**config.mk**
```make
export PLATFORM = sky130hd
export DESIGN_NAME = scp_derive
export DESIGN_NICKNAME = d
export VERILOG_FILES = /design/src/sv/scp_pkg.sv /design/src/sv/scp_derive.sv
export SDC_FILE = /design/constraint.sdc
export NUM_CORES = 1
export LEC_CHECK = 0
export BUFFER_PORTS_ARGS = -buffer_cell sky130_fd_sc_hd__buf_2
export CAP_MARGIN = 20
export CORE_AREA = 2 2 277 306
export DETAILED_ROUTE_END_ITERATION = 8
export DIE_AREA = 0 0 279 308
export PLACE_DENSITY_LB_ADDON = 0.2
export SYNTH_ARGS = -nofsm -noshare
export SYNTH_HDL_FRONTEND = slang
export SYNTH_SLANG_ARGS = --single-unit
```
**constraint.sdc**
```tcl
create_clock -name clk -period 15.7 [get_ports clk]
set_input_delay 2.355 -clock clk [delete_from_list [all_inputs] [get_ports clk]]
set_output_delay 2.355 -clock clk [all_outputs]
set_load 0.02 [all_outputs]
```
**src/sv/scp_pkg.sv**
```systemverilog
package scp_pkg;

  localparam int CFG_DIM_W = 13;
  localparam int CFG_CNT_W = 9;
  localparam int CFG_IDX_W = 4;

  localparam logic [CFG_IDX_W-1:0] REG_IMAGE_WIDTH  = 4'd0;
  localparam logic [CFG_IDX_W-1:0] REG_IMAGE_HEIGHT = 4'd1;
  localparam logic [CFG_IDX_W-1:0] REG_BOARD_COLS   = 4'd2;
  localparam logic [CFG_IDX_W-1:0] REG_BOARD_ROWS   = 4'd3;

  localparam logic [CFG_DIM_W-1:0] RST_IMAGE_WIDTH  = 13'd640;
  localparam logic [CFG_DIM_W-1:0] RST_IMAGE_HEIGHT = 13'd480;
  localparam logic [CFG_CNT_W-1:0] RST_BOARD_COLS   = 9'd8;
  localparam logic [CFG_CNT_W-1:0] RST_BOARD_ROWS   = 9'd6;

  localparam int LANE_DIV_STEPS = CFG_CNT_W;
  localparam int LANE_LAT       = LANE_DIV_STEPS + 2;

endpackage

```
**src/sv/scp_derive.sv**
```systemverilog
module scp_derive #(
  parameter int FRAC_BITS = 16
) (
  input  logic                           clk,
  input  logic                           rst,
  input  logic                           start,
  input  logic [scp_pkg::CFG_DIM_W-1:0]  image_width,
  input  logic [scp_pkg::CFG_DIM_W-1:0]  image_height,
  input  logic [scp_pkg::CFG_CNT_W-1:0]  board_cols,
  input  logic [scp_pkg::CFG_CNT_W-1:0]  board_rows,
  output logic                           busy,
  output logic [scp_pkg::CFG_DIM_W+FRAC_BITS-1:0] square_size,
  output logic [scp_pkg::CFG_DIM_W+FRAC_BITS-1:0] board_width,
  output logic [scp_pkg::CFG_DIM_W+FRAC_BITS-1:0] board_height,
  output logic [scp_pkg::CFG_DIM_W+FRAC_BITS-1:0] offset_x,
  output logic [scp_pkg::CFG_DIM_W+FRAC_BITS-1:0] offset_y
);
  import scp_pkg::*;

  localparam int DVW = CFG_DIM_W + FRAC_BITS;
  localparam int CNTW = $clog2(DVW);

  localparam logic [2:0] ST_IDLE = 3'd0;
  localparam logic [2:0] ST_LOAD = 3'd1;
  localparam logic [2:0] ST_DIV  = 3'd2;
  localparam logic [2:0] ST_MIN  = 3'd3;
  localparam logic [2:0] ST_MUL  = 3'd4;
  localparam logic [2:0] ST_OFS  = 3'd5;

  logic [2:0]           state;
  logic [CNTW-1:0]      cnt;
  logic [DVW-1:0]       wdiv;
  logic [DVW-1:0]       hdiv;
  logic [CFG_CNT_W:0]   remx;
  logic [CFG_CNT_W:0]   remy;
  logic [CFG_CNT_W+1:0] remx_sh;
  logic [CFG_CNT_W+1:0] remy_sh;
  logic [CFG_CNT_W+1:0] divx;
  logic [CFG_CNT_W+1:0] divy;
  logic                 qx;
  logic                 qy;
  logic [DVW-1:0]       wf;
  logic [DVW-1:0]       hf;

  assign busy    = (state != ST_IDLE);
  assign wf      = {image_width, {FRAC_BITS{1'b0}}};
  assign hf      = {image_height, {FRAC_BITS{1'b0}}};
  assign divx    = (CFG_CNT_W+2)'(board_cols) + (CFG_CNT_W+2)'(2);
  assign divy    = (CFG_CNT_W+2)'(board_rows) + (CFG_CNT_W+2)'(2);
  assign remx_sh = {remx, wdiv[DVW-1]};
  assign remy_sh = {remy, hdiv[DVW-1]};
  assign qx      = (remx_sh >= divx);
  assign qy      = (remy_sh >= divy);

  always_ff @(posedge clk) begin
    if (rst) begin
      state <= ST_LOAD;
      cnt   <= '0;
    end else begin
      case (state)
        ST_IDLE: begin
          if (start) state <= ST_LOAD;
        end
        ST_LOAD: begin
          cnt   <= '0;
          state <= ST_DIV;
        end
        ST_DIV: begin
          cnt <= cnt + CNTW'(1);
          if (cnt == CNTW'(DVW - 1)) state <= ST_MIN;
        end
        ST_MIN:  state <= ST_MUL;
        ST_MUL:  state <= ST_OFS;
        ST_OFS:  state <= ST_IDLE;
        default: state <= ST_IDLE;
      endcase
    end
  end

  always_ff @(posedge clk) begin
    case (state)
      ST_LOAD: begin
        wdiv <= wf;
        hdiv <= hf;
        remx <= '0;
        remy <= '0;
      end
      ST_DIV: begin
        wdiv <= {wdiv[DVW-2:0], qx};
        hdiv <= {hdiv[DVW-2:0], qy};
        remx <= qx ? (CFG_CNT_W+1)'(remx_sh - divx) : remx_sh[CFG_CNT_W:0];
        remy <= qy ? (CFG_CNT_W+1)'(remy_sh - divy) : remy_sh[CFG_CNT_W:0];
      end
      ST_MIN: begin
        square_size <= (wdiv < hdiv) ? wdiv : hdiv;
      end
      ST_MUL: begin
        board_width  <= DVW'(square_size * DVW'(board_cols));
        board_height <= DVW'(square_size * DVW'(board_rows));
      end
      ST_OFS: begin
        offset_x <= (wf - board_width) >> 1;
        offset_y <= (hf - board_height) >> 1;
      end
      default: ;
    endcase
  end

endmodule

```
==> results.txt <==
Fmax -> 0.1347 GHz
Main combinational cell family by area after synthesis -> adder cells
Wire per inst -> 19.23 microns
Synth Instances -> 2504
Initial antenna violation count -> 5
Crit path required time -> 16050 ps
Worst setup EP type -> flip-flop
Async SR Flop Fraction -> 0
Synth-to-Final Area Change -> 12.89%
Hold_sp -> cnt[4]
Vias -> 17849
Starting DRT DRC Count -> 1038
First-pass iteration count of the detailed router -> 5
Adder-cell share of the synthesized area -> 0.3357
Area leader, netlist -> edfxtp_1
Postcts setup bufs -> 0
Synthesized area per cell -> 9.837 sq um
Clk pin slew, worst setup/hold paths -> 60 ps
Proportion of layout cells with a drive suffix above 1 -> 0.1110
Hold WC Path Type -> reg -> reg
Residual DRC -> 0
Post-synthesis sequential area ratio -> 0.2759
Top post-synthesis cells by area -> edfxtp_1 (27%), fa_1 (26%), ha_1 (7.7%)
Share of the synthesized area in the top cell type -> 0.2694
Mapped Area -> 24630 sq um
Compound-Gate Fraction of Synth Area -> 0.07010
CTS Sinks -> 229
GRT Total Usage -> 0.1688
Hold path depth -> 2
Max-slew headroom -> 0.3079
Startpoint Class -> primary input
Fin nets -> 3171
DIE WIDTH -> 279 microns
Max Slew Vio Count -> 0
Dpl hpwl -> 55050 microns
Final WS setup -> 8275 ps
Run status -> complete, no violations
CTS root buffer -> clkbuf_16
Number of global-route vias before repair -> 18986
Mux cell area share after synthesis -> 0.01971
Boundary pin count -> 193
Gpl congestion -> 0.8595
Final antenna-violating net count -> 0
R2R Path Start -> square_size[12]
H-tree depth -> 1
Clock Latency Late Sink -> 600 ps
Final-layout fill cell count -> 8477
Arrival @ worst endpoint -> 7770 ps
First-pass GRT wire length -> 111300 microns
Ys flop type -> edfxtp_1
Post-synth EDFFs -> 221
Clk_skew -> 10.20 ps
Core Util, Final -> 0.3354
Unrepaired setup endpoints after global routing -> no
Largest net degree at the start of global routing -> 54
Slowest stage cell on the critical path -> nor4_1
Worst Hold End -> cnt[4]
Clock buffer count from CTS -> 29
Congestion Overflow GR -> 0
Min cycle time layout -> 7425 ps
Leakage power -> 12.75 nW
Unique masters post-synth -> 65
FF-to-FF setup slack -> 9600 ps
Rows -> 111
Post-Route WL -> 72130 microns
Final worst path period share -> 0.4729
Area of the die -> 85930 sq um
Simple-Gate Fraction of Synth Area -> 0.1598
Post-route cell area -> 27810 sq um
WS Path Type -> in -> reg
Max FO, Critical Path -> 30
Routed vias/inst -> 4.758
Crit path cell chain -> buf_2 > nand2_1 > fa_1 > inv_1 > fa_1 > fa_1 > inv_1 > fa_1 > inv_1 > ha_1 > a211oi_1 > o21bai_1 > nor4_1 > o211ai_1 > a311oi_1 > o21ai_1 > xor2_1
Hold Buf Count CTS -> 0
Most used cell, CP -> fa_1
Die H -> 308 microns
Post_cts resized -> 0
CTS tree -> yes
Endpoints failing setup -> 0
PwrDens -> 211.5 nW/um^2
Seq cells post-synth -> 229
Max cap viols -> 0
Hold Fails Final Rpt -> 0
Worst Reg-to-Reg Cells -> 17
Max incr delay on CP -> 820 ps
Ys Warns -> 0
Port bufs -> 190
Starting Density -> 0.2971
Core box area -> 82910 sq um
Setup TNS -> 0 ps
Max Buffers Root-to-Sink -> 3
Setup Slack @ Placement -> 7717 ps
Maximum resistive drop on vdd -> 111.8 uV
Placed Area -> 26780 sq um
Worst-Margin Slew -> 1037 ps
Xor-xnor portion of the synthesized cell area -> 0.05440
Reg-to-reg endpoint -> board_height[26]
cell type report:
type                       instances  area, sq um  share of cell area
antenna                            2        5.005           0.0001800
tap                             1073         1343             0.04828
multi-input combinational       1726        15790              0.5678
clock inverter                    14        183.9            0.006614
timing repair buffer             220         1196             0.04301
inverter                         448         1682             0.06047
clock buffer                      39        813.3             0.02925
sequential                       229         6797              0.2444
cell usage in the layout (no fill, tap or decap), types with 85 or more instances in the layout:
master    instances
ha_1            152
nor2_1           87
xnor2_1         102
and2_1          250
edfxtp_1        221
nand2_1         298
a21oi_1          85
fa_1            318
inv_1           447
buf_2           190
Yosys cell counts, types with 4 or more instances:
cell type and number:
o21a_1 13, dfxtp_1 8, mux2_1 12, or3_1 6
and2_1 250, nor2b_1 14, o21ai_0 43, nor3b_1 5
a211oi_1 10, a31oi_1 9, a221oi_1 5, nand2_1 299
inv_1 448, a21oi_1 85, o21bai_1 14, buf_2 4
buf_1 12, a211o_1 5, edfxtp_1 221, nand4_1 12
a41oi_1 4, nand3_1 26, mux2_2 16, xnor2_1 102
and3_1 28, clkbuf_1 84, nor3_1 19, xor2_1 51
a21o_1 35, o31ai_1 13, mux2i_1 17, fa_1 318
nand2b_1 15, o211ai_1 4, o21ai_1 9, nor4_1 10
ha_1 152, nor2_1 87
kinds of logic (layout without fill, tap and decap cells):
kind of cell / count (synthesis) / count (layout)
and+or+nand+nor: 786 / 786
buffers and inverters: 550 / 721
AOI/OAI and AO/OA: 270 / 270
DFF: 229 / 229
other: 1 / 4
adders and majority gates: 470 / 470
muxes: 45 / 45
xor gates and xnor gates: 153 / 153
worst max path at each step:
stage / startpoint / to / slack, ps
after detailed placement: board_rows[1] / board_height[28] / 7720
after floorplan: board_cols[0] / board_width[26] / 8600
after global routing: board_rows[1] / board_height[28] / 8020
after global placement: board_rows[1] / board_height[26] / 7780
final: board_rows[0] / board_height[26] / 8270
after CTS: board_rows[1] / board_height[28] / 8360
per-layer routing:
layer / global-route usage / wire length [microns]
met5: 0 / 13
met2: 0.2962 / 35400
met1: 0.2109 / 30480
met3: 0.03318 / 4440
met4: 0.04576 / 1800
power by group:
part / internal (mW) / switching (mW) / leakage, nW / total (mW)
sequential: 0.991 / 0.0947 / 2.16 / 1.09
clock: 0.427 / 0.283 / 0.490 / 0.710
combinational: 1.72 / 2.37 / 10.1 / 4.09
stage by stage:
stage	total power [mW]	instances	hold WS, ps
after floorplan	4.166	2505	460.2
after global placement	5.188	3695	488.6
after detailed placement	5.230	3695	496.0
after CTS	5.978	3748	514.7
after global routing	6.509	3750	553.1
final	5.882	3751	519.8
sequential cells by signal, indices dropped and copies added (netlist names):
| name | count |
|---|---|
| offset_y | 28 |
| remx | 10 |
| cnt | 5 |
| remy | 10 |
| hdiv | 29 |
| square_size | 29 |
| wdiv | 29 |
| board_height | 29 |
| state | 3 |
| offset_x | 28 |
| board_width | 29 |
critical path: cells and delay by family:
kind / cells / cell delay [ps]
XOR/XNOR: 1 / 140
AND/OR/NAND/NOR: 2 / 1000
buffers and inverters: 4 / 690
adder cells (fa/ha/maj): 5 / 2430
AO/OA/AOI/OAI: 5 / 1110
No activity file was read; power rests on OpenSTA's default activity.
