## src/sv/scp_pkg.sv

```systemverilog
package scp_pkg;

  localparam int CFG_DIM_W = 13;
  localparam int CFG_CNT_W = 9;
  localparam int CFG_IDX_W = 4;

  localparam logic [CFG_IDX_W-1:0] REG_IMAGE_WIDTH  = 4'd0;
  localparam logic [CFG_IDX_W-1:0] REG_IMAGE_HEIGHT = 4'd1;
  localparam logic [CFG_IDX_W-1:0] REG_BOARD_COLS   = 4'd2;
  localparam logic [CFG_IDX_W-1:0] REG_BOARD_ROWS   = 4'd3;

  localparam logic [CFG_DIM_W-1:0] RST_IMAGE_WIDTH  = 13'd640;
  localparam logic [CFG_DIM_W-1:0] RST_IMAGE_HEIGHT = 13'd480;
  localparam logic [CFG_CNT_W-1:0] RST_BOARD_COLS   = 9'd8;
  localparam logic [CFG_CNT_W-1:0] RST_BOARD_ROWS   = 9'd6;

  localparam int LANE_DIV_STEPS = CFG_CNT_W;
  localparam int LANE_LAT       = LANE_DIV_STEPS + 2;

endpackage

```

## src/sv/scp_lane.sv

```systemverilog
module scp_lane #(
  parameter int COORD_BITS = 12,
  parameter int FRAC_BITS  = 16,
  parameter int OFFSET     = 0
) (
  input  logic                                    clk,
  input  logic                                    en,
  input  logic [COORD_BITS-1:0]                   coord,
  input  logic [scp_pkg::CFG_DIM_W+FRAC_BITS-1:0] origin,
  input  logic [scp_pkg::CFG_DIM_W+FRAC_BITS-1:0] extent,
  input  logic [scp_pkg::CFG_DIM_W+FRAC_BITS-1:0] square_size,
  output logic                                    in_board,
  output logic                                    odd
);
  import scp_pkg::*;

  localparam int RW  = CFG_DIM_W + FRAC_BITS;
  localparam int LXW = ((COORD_BITS > CFG_DIM_W) ? COORD_BITS : CFG_DIM_W) + FRAC_BITS + 2;
  localparam int DW  = RW + LANE_DIV_STEPS;
  localparam int NST = LANE_DIV_STEPS - 1;

  logic signed [LXW-1:0] lx_next;
  logic signed [LXW-1:0] lx;
  logic [RW-1:0]         rem [0:NST];
  logic                  ins [0:NST];

  assign lx_next = $signed(LXW'({coord, {FRAC_BITS{1'b0}}})) + LXW'(OFFSET)
                 - $signed(LXW'(origin));

  always_ff @(posedge clk) begin
    if (en) begin
      lx     <= lx_next;
      ins[0] <= !lx[LXW-1] && (lx < $signed(LXW'(extent)));
      rem[0] <= lx[RW-1:0];
    end
  end

  for (genvar k = 0; k < NST; k++) begin : g_step
    logic [DW-1:0] dsh;
    logic [DW-1:0] rwide;
    assign dsh   = DW'(square_size) << (NST - k);
    assign rwide = DW'(rem[k]);
    always_ff @(posedge clk) begin
      if (en) begin
        ins[k+1] <= ins[k];
        rem[k+1] <= (rwide >= dsh) ? RW'(rwide - dsh) : rem[k];
      end
    end
  end

  always_ff @(posedge clk) begin
    if (en) begin
      in_board <= ins[NST];
      odd      <= (rem[NST] >= square_size);
    end
  end

endmodule

```

## config.mk

```make
export PLATFORM = sky130hd
export DESIGN_NAME = scp_lane
export DESIGN_NICKNAME = d
export VERILOG_FILES = /design/src/sv/scp_pkg.sv /design/src/sv/scp_lane.sv
export SDC_FILE = /design/constraint.sdc
export NUM_CORES = 1
export LEC_CHECK = 0
export ABC_AREA = 0
export CELL_PAD_IN_SITES_DETAIL_PLACEMENT = 0
export CELL_PAD_IN_SITES_GLOBAL_PLACEMENT = 2
export CORE_UTILIZATION = 44
export CTS_CLUSTER_DIAMETER = 30
export CTS_CLUSTER_SIZE = 8
export DETAILED_ROUTE_END_ITERATION = 8
export DONT_BUFFER_PORTS = 1
export GPL_ROUTABILITY_DRIVEN = 1
export PLACE_DENSITY_LB_ADDON = 0.1
export SLEW_MARGIN = 20
export SYNTH_ARGS = -nofsm -noshare
export SYNTH_HDL_FRONTEND = slang
export SYNTH_SLANG_ARGS = --single-unit
```

## constraint.sdc

```tcl
create_clock -name clk -period 4.05 [get_ports clk]
set_input_delay 0.2025 -clock clk [delete_from_list [all_inputs] [get_ports clk]]
set_output_delay 0.2025 -clock clk [all_outputs]
set_load 0.1 [all_outputs]
```

==> run_results.csv, run 1 <==
group,metric,value,unit
run_status,status,"finished clean",
logic_synthesis,async_flop_share,0,%
floorplanning,pin_count,103,
floorplanning,rows,84,
route,wire_per_inst,18.9,um
route,first_pass_iters,5,
clock_network,clock_sink_count,302,
setup_path,cp_slowest_stage_delay,900,ps
setup_path,critPathLaunchType,"input port",
cells_and_area,register_area,9070,um2
clock_network,cts-resized-gates,0,
global_route,grt_usage,22.0,%
power,power_leakage,11.7,nW
clock_network,cts_made_buffers,92,
setup_path,cp.required,4400,ps
clock_network,cts_tree,"done",
setup_path,end_kind,"flop",
sta,hold_slack,35.7,ps
sta,tightest_slew,1040,ps
clock_network,cts.reportedPaths.clkPinSlew,40,ps
clock_network,clk_path_buf_depth,3,
logic_synthesis,syn_area,23500,um2
placement,dp_hpwl,45.0,mm
logic_synthesis,synth-edff-count,302,
global_route,grt_pass1_wl,92.5,mm
floorplanning,fp.coreArea,52700,um2
sta,rsz0062_at_grt,"no",
setup_path,cp_max_fo,8,
sta,relSlewSlack,29.0,%
sta,timing.fmax,0.266,GHz
logic_synthesis,synth-seq-cells,302,
clock_network,clkLatencyLatePin,620,ps
cells_and_area,area_growth,18.9,%
route,vias,17500,
floorplanning,design.die.area,54300,um2
floorplanning,start_util,44.6,%
global_route,gr-total-overflow,0,
route,drcViolationCount,0,
sta,fin_skew,20.1,ps
logic_synthesis,synth.distinct_cells,89,
logic_synthesis,syn-num-nets,2608,
placement,port_buffers,0,
clock_network,post_cts_buffers,0,
logic_synthesis,ys_seq_area_share,38.6,%
cells_and_area,nFillCells,4665,
logic_synthesis,synth_area_per_cell,10.5,um2
cells_and_area,multi_input_area,13700,um2
cells_and_area,drive_gt1_share,14.5,%
clock_network,cts-root-buf,"clkbuf_16",
logic_synthesis,synthCells,2233,
placement,gp_congestion,0.896,
floorplanning,die_y,233,um
setup_path,cp_common_cell,"a21o_1",
sta,fin_tns_setup,0,ps
logic_synthesis,yosys_warnings,0,
hold_path,hp-class,"in2reg",
clock_network,h-tree-depth,3,
run,maxCapViolations,0,
setup_path,cp_slowest_cell,"dlygate4sd3_1",
sta,min_period,3770,ps
power,powerDensity,473,nW/um2
logic_synthesis,ys.flop_type,"edfxtp_1",
cells_and_area,nets,2745,
sta,post-route-period-util,93.0,%
route,detail-route-antenna-nets,0,
sta,final-hold-violation-count,0,
route,viasPerCell,5.60,
sta,drv_slew,0,
route,routed_wl,59.3,mm
floorplanning,die_w,233,um
setup_path,critPathKind,"in2reg",
sta,setup_viol,0,
setup_path,critPathArrivalTime,4120,ps
route,drt_first_iter_violations,581,
setup_path,cp_top_family,"compound AO/OA/AOI/OAI gates",
global_route,grt_start_max_net_pins,303,
clock_network,hold_buffers,40,
setup_path,crit_buf_inv,2,
setup_path,worstPathCellList,"dlygate4sd3_1 > ha_1 > inv_1 > fa_1 > a211oi_1 > o21ai_0 > a311oi_1 > a21oi_1 > a21o_1 > a21o_1 > a31oi_1 > xnor2_1 > mux2_2",
power,p_total,13.2,mW
global_route,antenna_found_initial,0,
global_route,grt_pass1_vias,18500,
power,peakVddDrop,0.000393,V
[path summary, 6_finish.rpt]
path                  start         end  slack (ps)  cells after the start
max          square_size[0]  rem[0][81]         280                     13
min                coord[7]      lx[23]          40                      2
max reg2reg      rem[0][36]  rem[0][81]         460                     13
min reg2reg          ins[0]      ins[1]         420                      0
[sequential cells by signal, summed over array words and instances (netlist names)]
register,cells
odd,1
lx,30
rem,261
in_board,1
ins,9
[logic make-up after synthesis]
| logic type | Yosys count | synth area share, % |
|---|---|---|
| and+or+nand+nor | 504 | 10.9 |
| AOI/OAI and AO/OA | 628 | 17.5 |
| muxes | 157 | 7.87 |
| DFF | 302 | 38.6 |
| xor gates and xnor gates | 187 | 6.97 |
| adders and majority gates | 274 | 14.8 |
| buffers and inverters | 181 | 3.23 |
[where the power goes]
part	total, mW	switching [mW]	internal [mW]
Combinational	2.65	1.46	1.19
Clock	6.65	1.99	4.65
Sequential	3.93	0.147	3.78
[stage by stage]
stage / setup WS, ps / instance area [um2] / std cells / utilization (%)
2_1_floorplan: 731 / 23500 / 2233 / -
3_3_place_gp: 307 / 24600 / 2922 / 46.7
3_5_place_dp: 293 / 24600 / 2922 / 46.7
4_1_cts: 310 / 27900 / 3129 / 53.0
5_1_grt: 117 / 27900 / 3131 / 53.1
6_report: 284 / 27900 / 3132 / 53.1
[layer usage]
| metal | up-vias | global-route usage, % | wire length [um] |
|---|---|---|---|
| li1 | 8771 | - | - |
| met4 | 0 | 12.1 | 2710 |
| met2 | 321 | 40.7 | 30200 |
| met5 | - | 0 | 0 |
| met1 | 8314 | 23.8 | 24400 |
| met3 | 126 | 3.36 | 1940 |
[cells in the final DEF, fill, tap and decap left out, types with 10 or more instances in the layout]
cell type / instances
buf_4: 41
nor3_1: 27
o21bai_1: 26
nand2b_1: 28
and3_1: 15
a31oi_1: 20
clkinv_1: 20
mux2_4: 25
mux2_2: 121
nand2_1: 116
nor2_1: 133
nor2b_1: 23
xnor2_1: 127
inv_1: 134
nand4_1: 36
ha_1: 266
nand3_1: 46
o21a_1: 24
mux2i_1: 11
xor2_1: 60
o211ai_1: 14
nor4_1: 10
a21oi_1: 187
a21o_1: 115
clkbuf_1: 24
a211oi_1: 19
dlygate4sd3_1: 40
edfxtp_1: 302
clkbuf_16: 93
o21ai_0: 117
clkinv_2: 16
[area by class of cell]
type                            instances  area share (%)
Antenna cell                            1         0.00896
Clock buffer                          117            8.65
Clock inverter                         50            1.79
Inverter                              134            1.80
Multi-Input combinational cell       1750            49.0
Sequential cell                       302            32.5
Tap cell                              688            3.08
Timing Repair Buffer                   90            3.23
[synth_stat cells (all sizes together), types with 28 or more instances]
cell type,instances,area [um2]
nand2,116,435
o21ai,123,619
clkbuf,28,105
mux2,146,1740
xnor2,127,1110
o21bai,29,221
nand4,36,225
a21oi,190,962
inv,134,503
edfxtp,302,9070
nand2b,29,189
xor2,60,526
nand3,46,230
a21o,115,863
nor2,133,499
ha,266,3330
No activity file was read; power rests on OpenSTA's default activity.
==> inputs of run 2 (changes only) <==
CORE_UTILIZATION = 40   (was 44)
clock period = 3.1 ns   (was 4.05 ns; I/O delays follow)
==> run_results.csv, run 2 (synthesis gave the netlist of run 1 again) <==
group,metric,value,unit
clock_network,clkLatencyLatePin,630,ps
power,powerDensity,596,nW/um2
setup_path,end_kind,"flop",
global_route,grt_usage,22.2,%
run_status,status,"complete, but fails checks",
placement,gp_congestion,0.904,
setup_path,critPathLaunchType,"flop",
placement,dp_hpwl,48.3,mm
sta,min_period,3280,ps
sta,timing.fmax,0.305,GHz
hold_path,hp-class,"in2reg",
setup_path,rrSetupSlack,-180,ps
floorplanning,start_util,40.6,%
floorplanning,fp.coreArea,57900,um2
route,drcViolationCount,0,
setup_path,worstRegToRegCells,11,
clock_network,cts-root-buf,"clkbuf_16",
cells_and_area,final_area,32900,um2
sta,fin_skew,18.7,ps
sta,setup_viol,45,
global_route,grt_pass1_vias,20500,
hold_path,min_from,"en",
cells_and_area,drive_gt1_share,29.9,%
sta,final-hold-violation-count,69,
setup_path,critPathArrivalTime,3640,ps
setup_path,cp.required,3460,ps
global_route,gr-total-overflow,0,
floorplanning,rows,88,
cells_and_area,register_area,9070,um2
clock_network,cts_tree,"done",
sta,fin_tns_setup,-3460,ps
cells_and_area,area_growth,39.9,%
clock_network,hold_buffers,63,
power,power_leakage,14.3,nW
cells_and_area,largest_reg_flops,261,
cells_and_area,top_register,"rem",
floorplanning,die_w,244,um
placement,port_buffers,0,
cells_and_area,layout_commonest_cell,"buf_4",
global_route,grt_start_max_net_pins,303,
cells_and_area,antenna_cells,0,
floorplanning,die_y,244,um
cells_and_area,largestRegisters,"rem: 261 flops, lx: 30 flops, ins: 9 flops",
cells_and_area,final_cell_mix,"buf_4, edfxtp_1, ha_1, a21oi_1, nor2_1",
hold_path,worstHoldEndpoint,"rem[2][26]",
clock_network,cts_made_buffers,97,
sta,rsz0062_at_grt,"yes",
setup_path,cp_max_fo,5,
setup_path,r2r-end,"rem[1][100]",
run,maxCapViolations,0,
route,viasPerCell,5.32,
floorplanning,design.die.area,59700,um2
run_status,violations,"negative hold slack, negative setup slack",
clock_network,h-tree-depth,3,
route,drt_first_iter_violations,498,
sta,post-route-worst-setup-slack,-177,ps
sta,post-route-period-util,106,%
setup_path,r2r-start,"rem[1][61]",
sta,drv_slew,0,
sta,relSlewSlack,0.437,%
cells_and_area,multi_input_area,14700,um2
global_route,grt_pass1_wl,104,mm
global_route,antenna_found_initial,0,
power,peakVddDrop,0.000427,V
cells_and_area,nets,3143,
setup_path,critPathKind,"reg2reg",
floorplanning,pin_count,103,
route,wire_per_inst,18.5,um
route,vias,19200,
clock_network,clk_path_buf_depth,3,
clock_network,cts.reportedPaths.clkPinSlew,40,ps
sta,tightest_slew,1490,ps
route,detail-route-antenna-nets,0,
route,routed_wl,67.0,mm
hold_path,worstHoldPathCells,0,
placement,dpl_cell_area,27000,um2
route,first_pass_iters,5,
cells_and_area,nFillCells,5002,
clock_network,clock_sink_count,302,
sta,hold_slack,-342,ps
## run 2: per-stage QoR
stage	hold WS [ps]	power (mW)	instances	util, %	setup slack [ps]
final	-342	19.6	3614	56.7	-177
after global placement	254	9.00	3299	46.6	-343
after floorplan	254	7.71	2233	-	-89.9
after global routing	-375	20.5	3614	56.7	-250
after detailed placement	254	9.06	3299	46.6	-375
after CTS	-369	19.5	3583	55.4	-156
## run 2: worst max path at each step
| stage | from | end |
|---|---|---|
| floorplan | square_size[1] | rem[1][77] |
| global placement | rem[1][88] | rem[2][27] |
| detailed placement | rem[1][88] | rem[2][27] |
| CTS | rem[1][61] | rem[1][95] |
| global route | rem[1][61] | rem[1][109] |
| finish | rem[1][61] | rem[1][100] |
## run 2: critical path, stage by stage (launching register included)
cell and delay [ps]:
edfxtp_1 420, ha_4 300, nor2b_4 140, o211ai_1 110, a21boi_2 180, o211ai_2 140, a31o_4 270, or4b_4 530
a211oi_4 270, buf_6 180, clkbuf_16 160, mux2_4 290
## run 2: timing repair
| item | CTS | global route |
|---|---|---|
| hold endpoints to repair | 351 | 302 |
| buffers inserted | 32 | 37 |
| resized for setup | 123 | 130 |
| cloned | 9 | 3 |
| pin swaps | 25 | 68 |
| setup endpoints to repair | 150 | 168 |
## run 2: where the power goes
part	switching (mW)	internal [mW]	leakage, nW
registers	0.197	4.94	2.96
clock network	2.88	7.15	1.62
logic	2.14	2.29	9.71
## run 2: final cells by class
class                   instances  area share (%)
inverters                     134            1.54
well taps                     765            2.91
clock inverters                65            2.60
repair buffers                483            13.0
flip-flops and latches        302            27.6
clock buffers                 115            7.66
multi-input cells            1750            44.7
## run 2: layer usage
layer | vias to the layer above | track usage (%) | wire length, um
met5 | - | 0 | 0
met4 | 0 | 11.1 | 3290
met3 | 164 | 3.53 | 1940
met2 | 327 | 43.3 | 36000
met1 | 9181 | 22.6 | 25700
li1 | 9571 | - | -
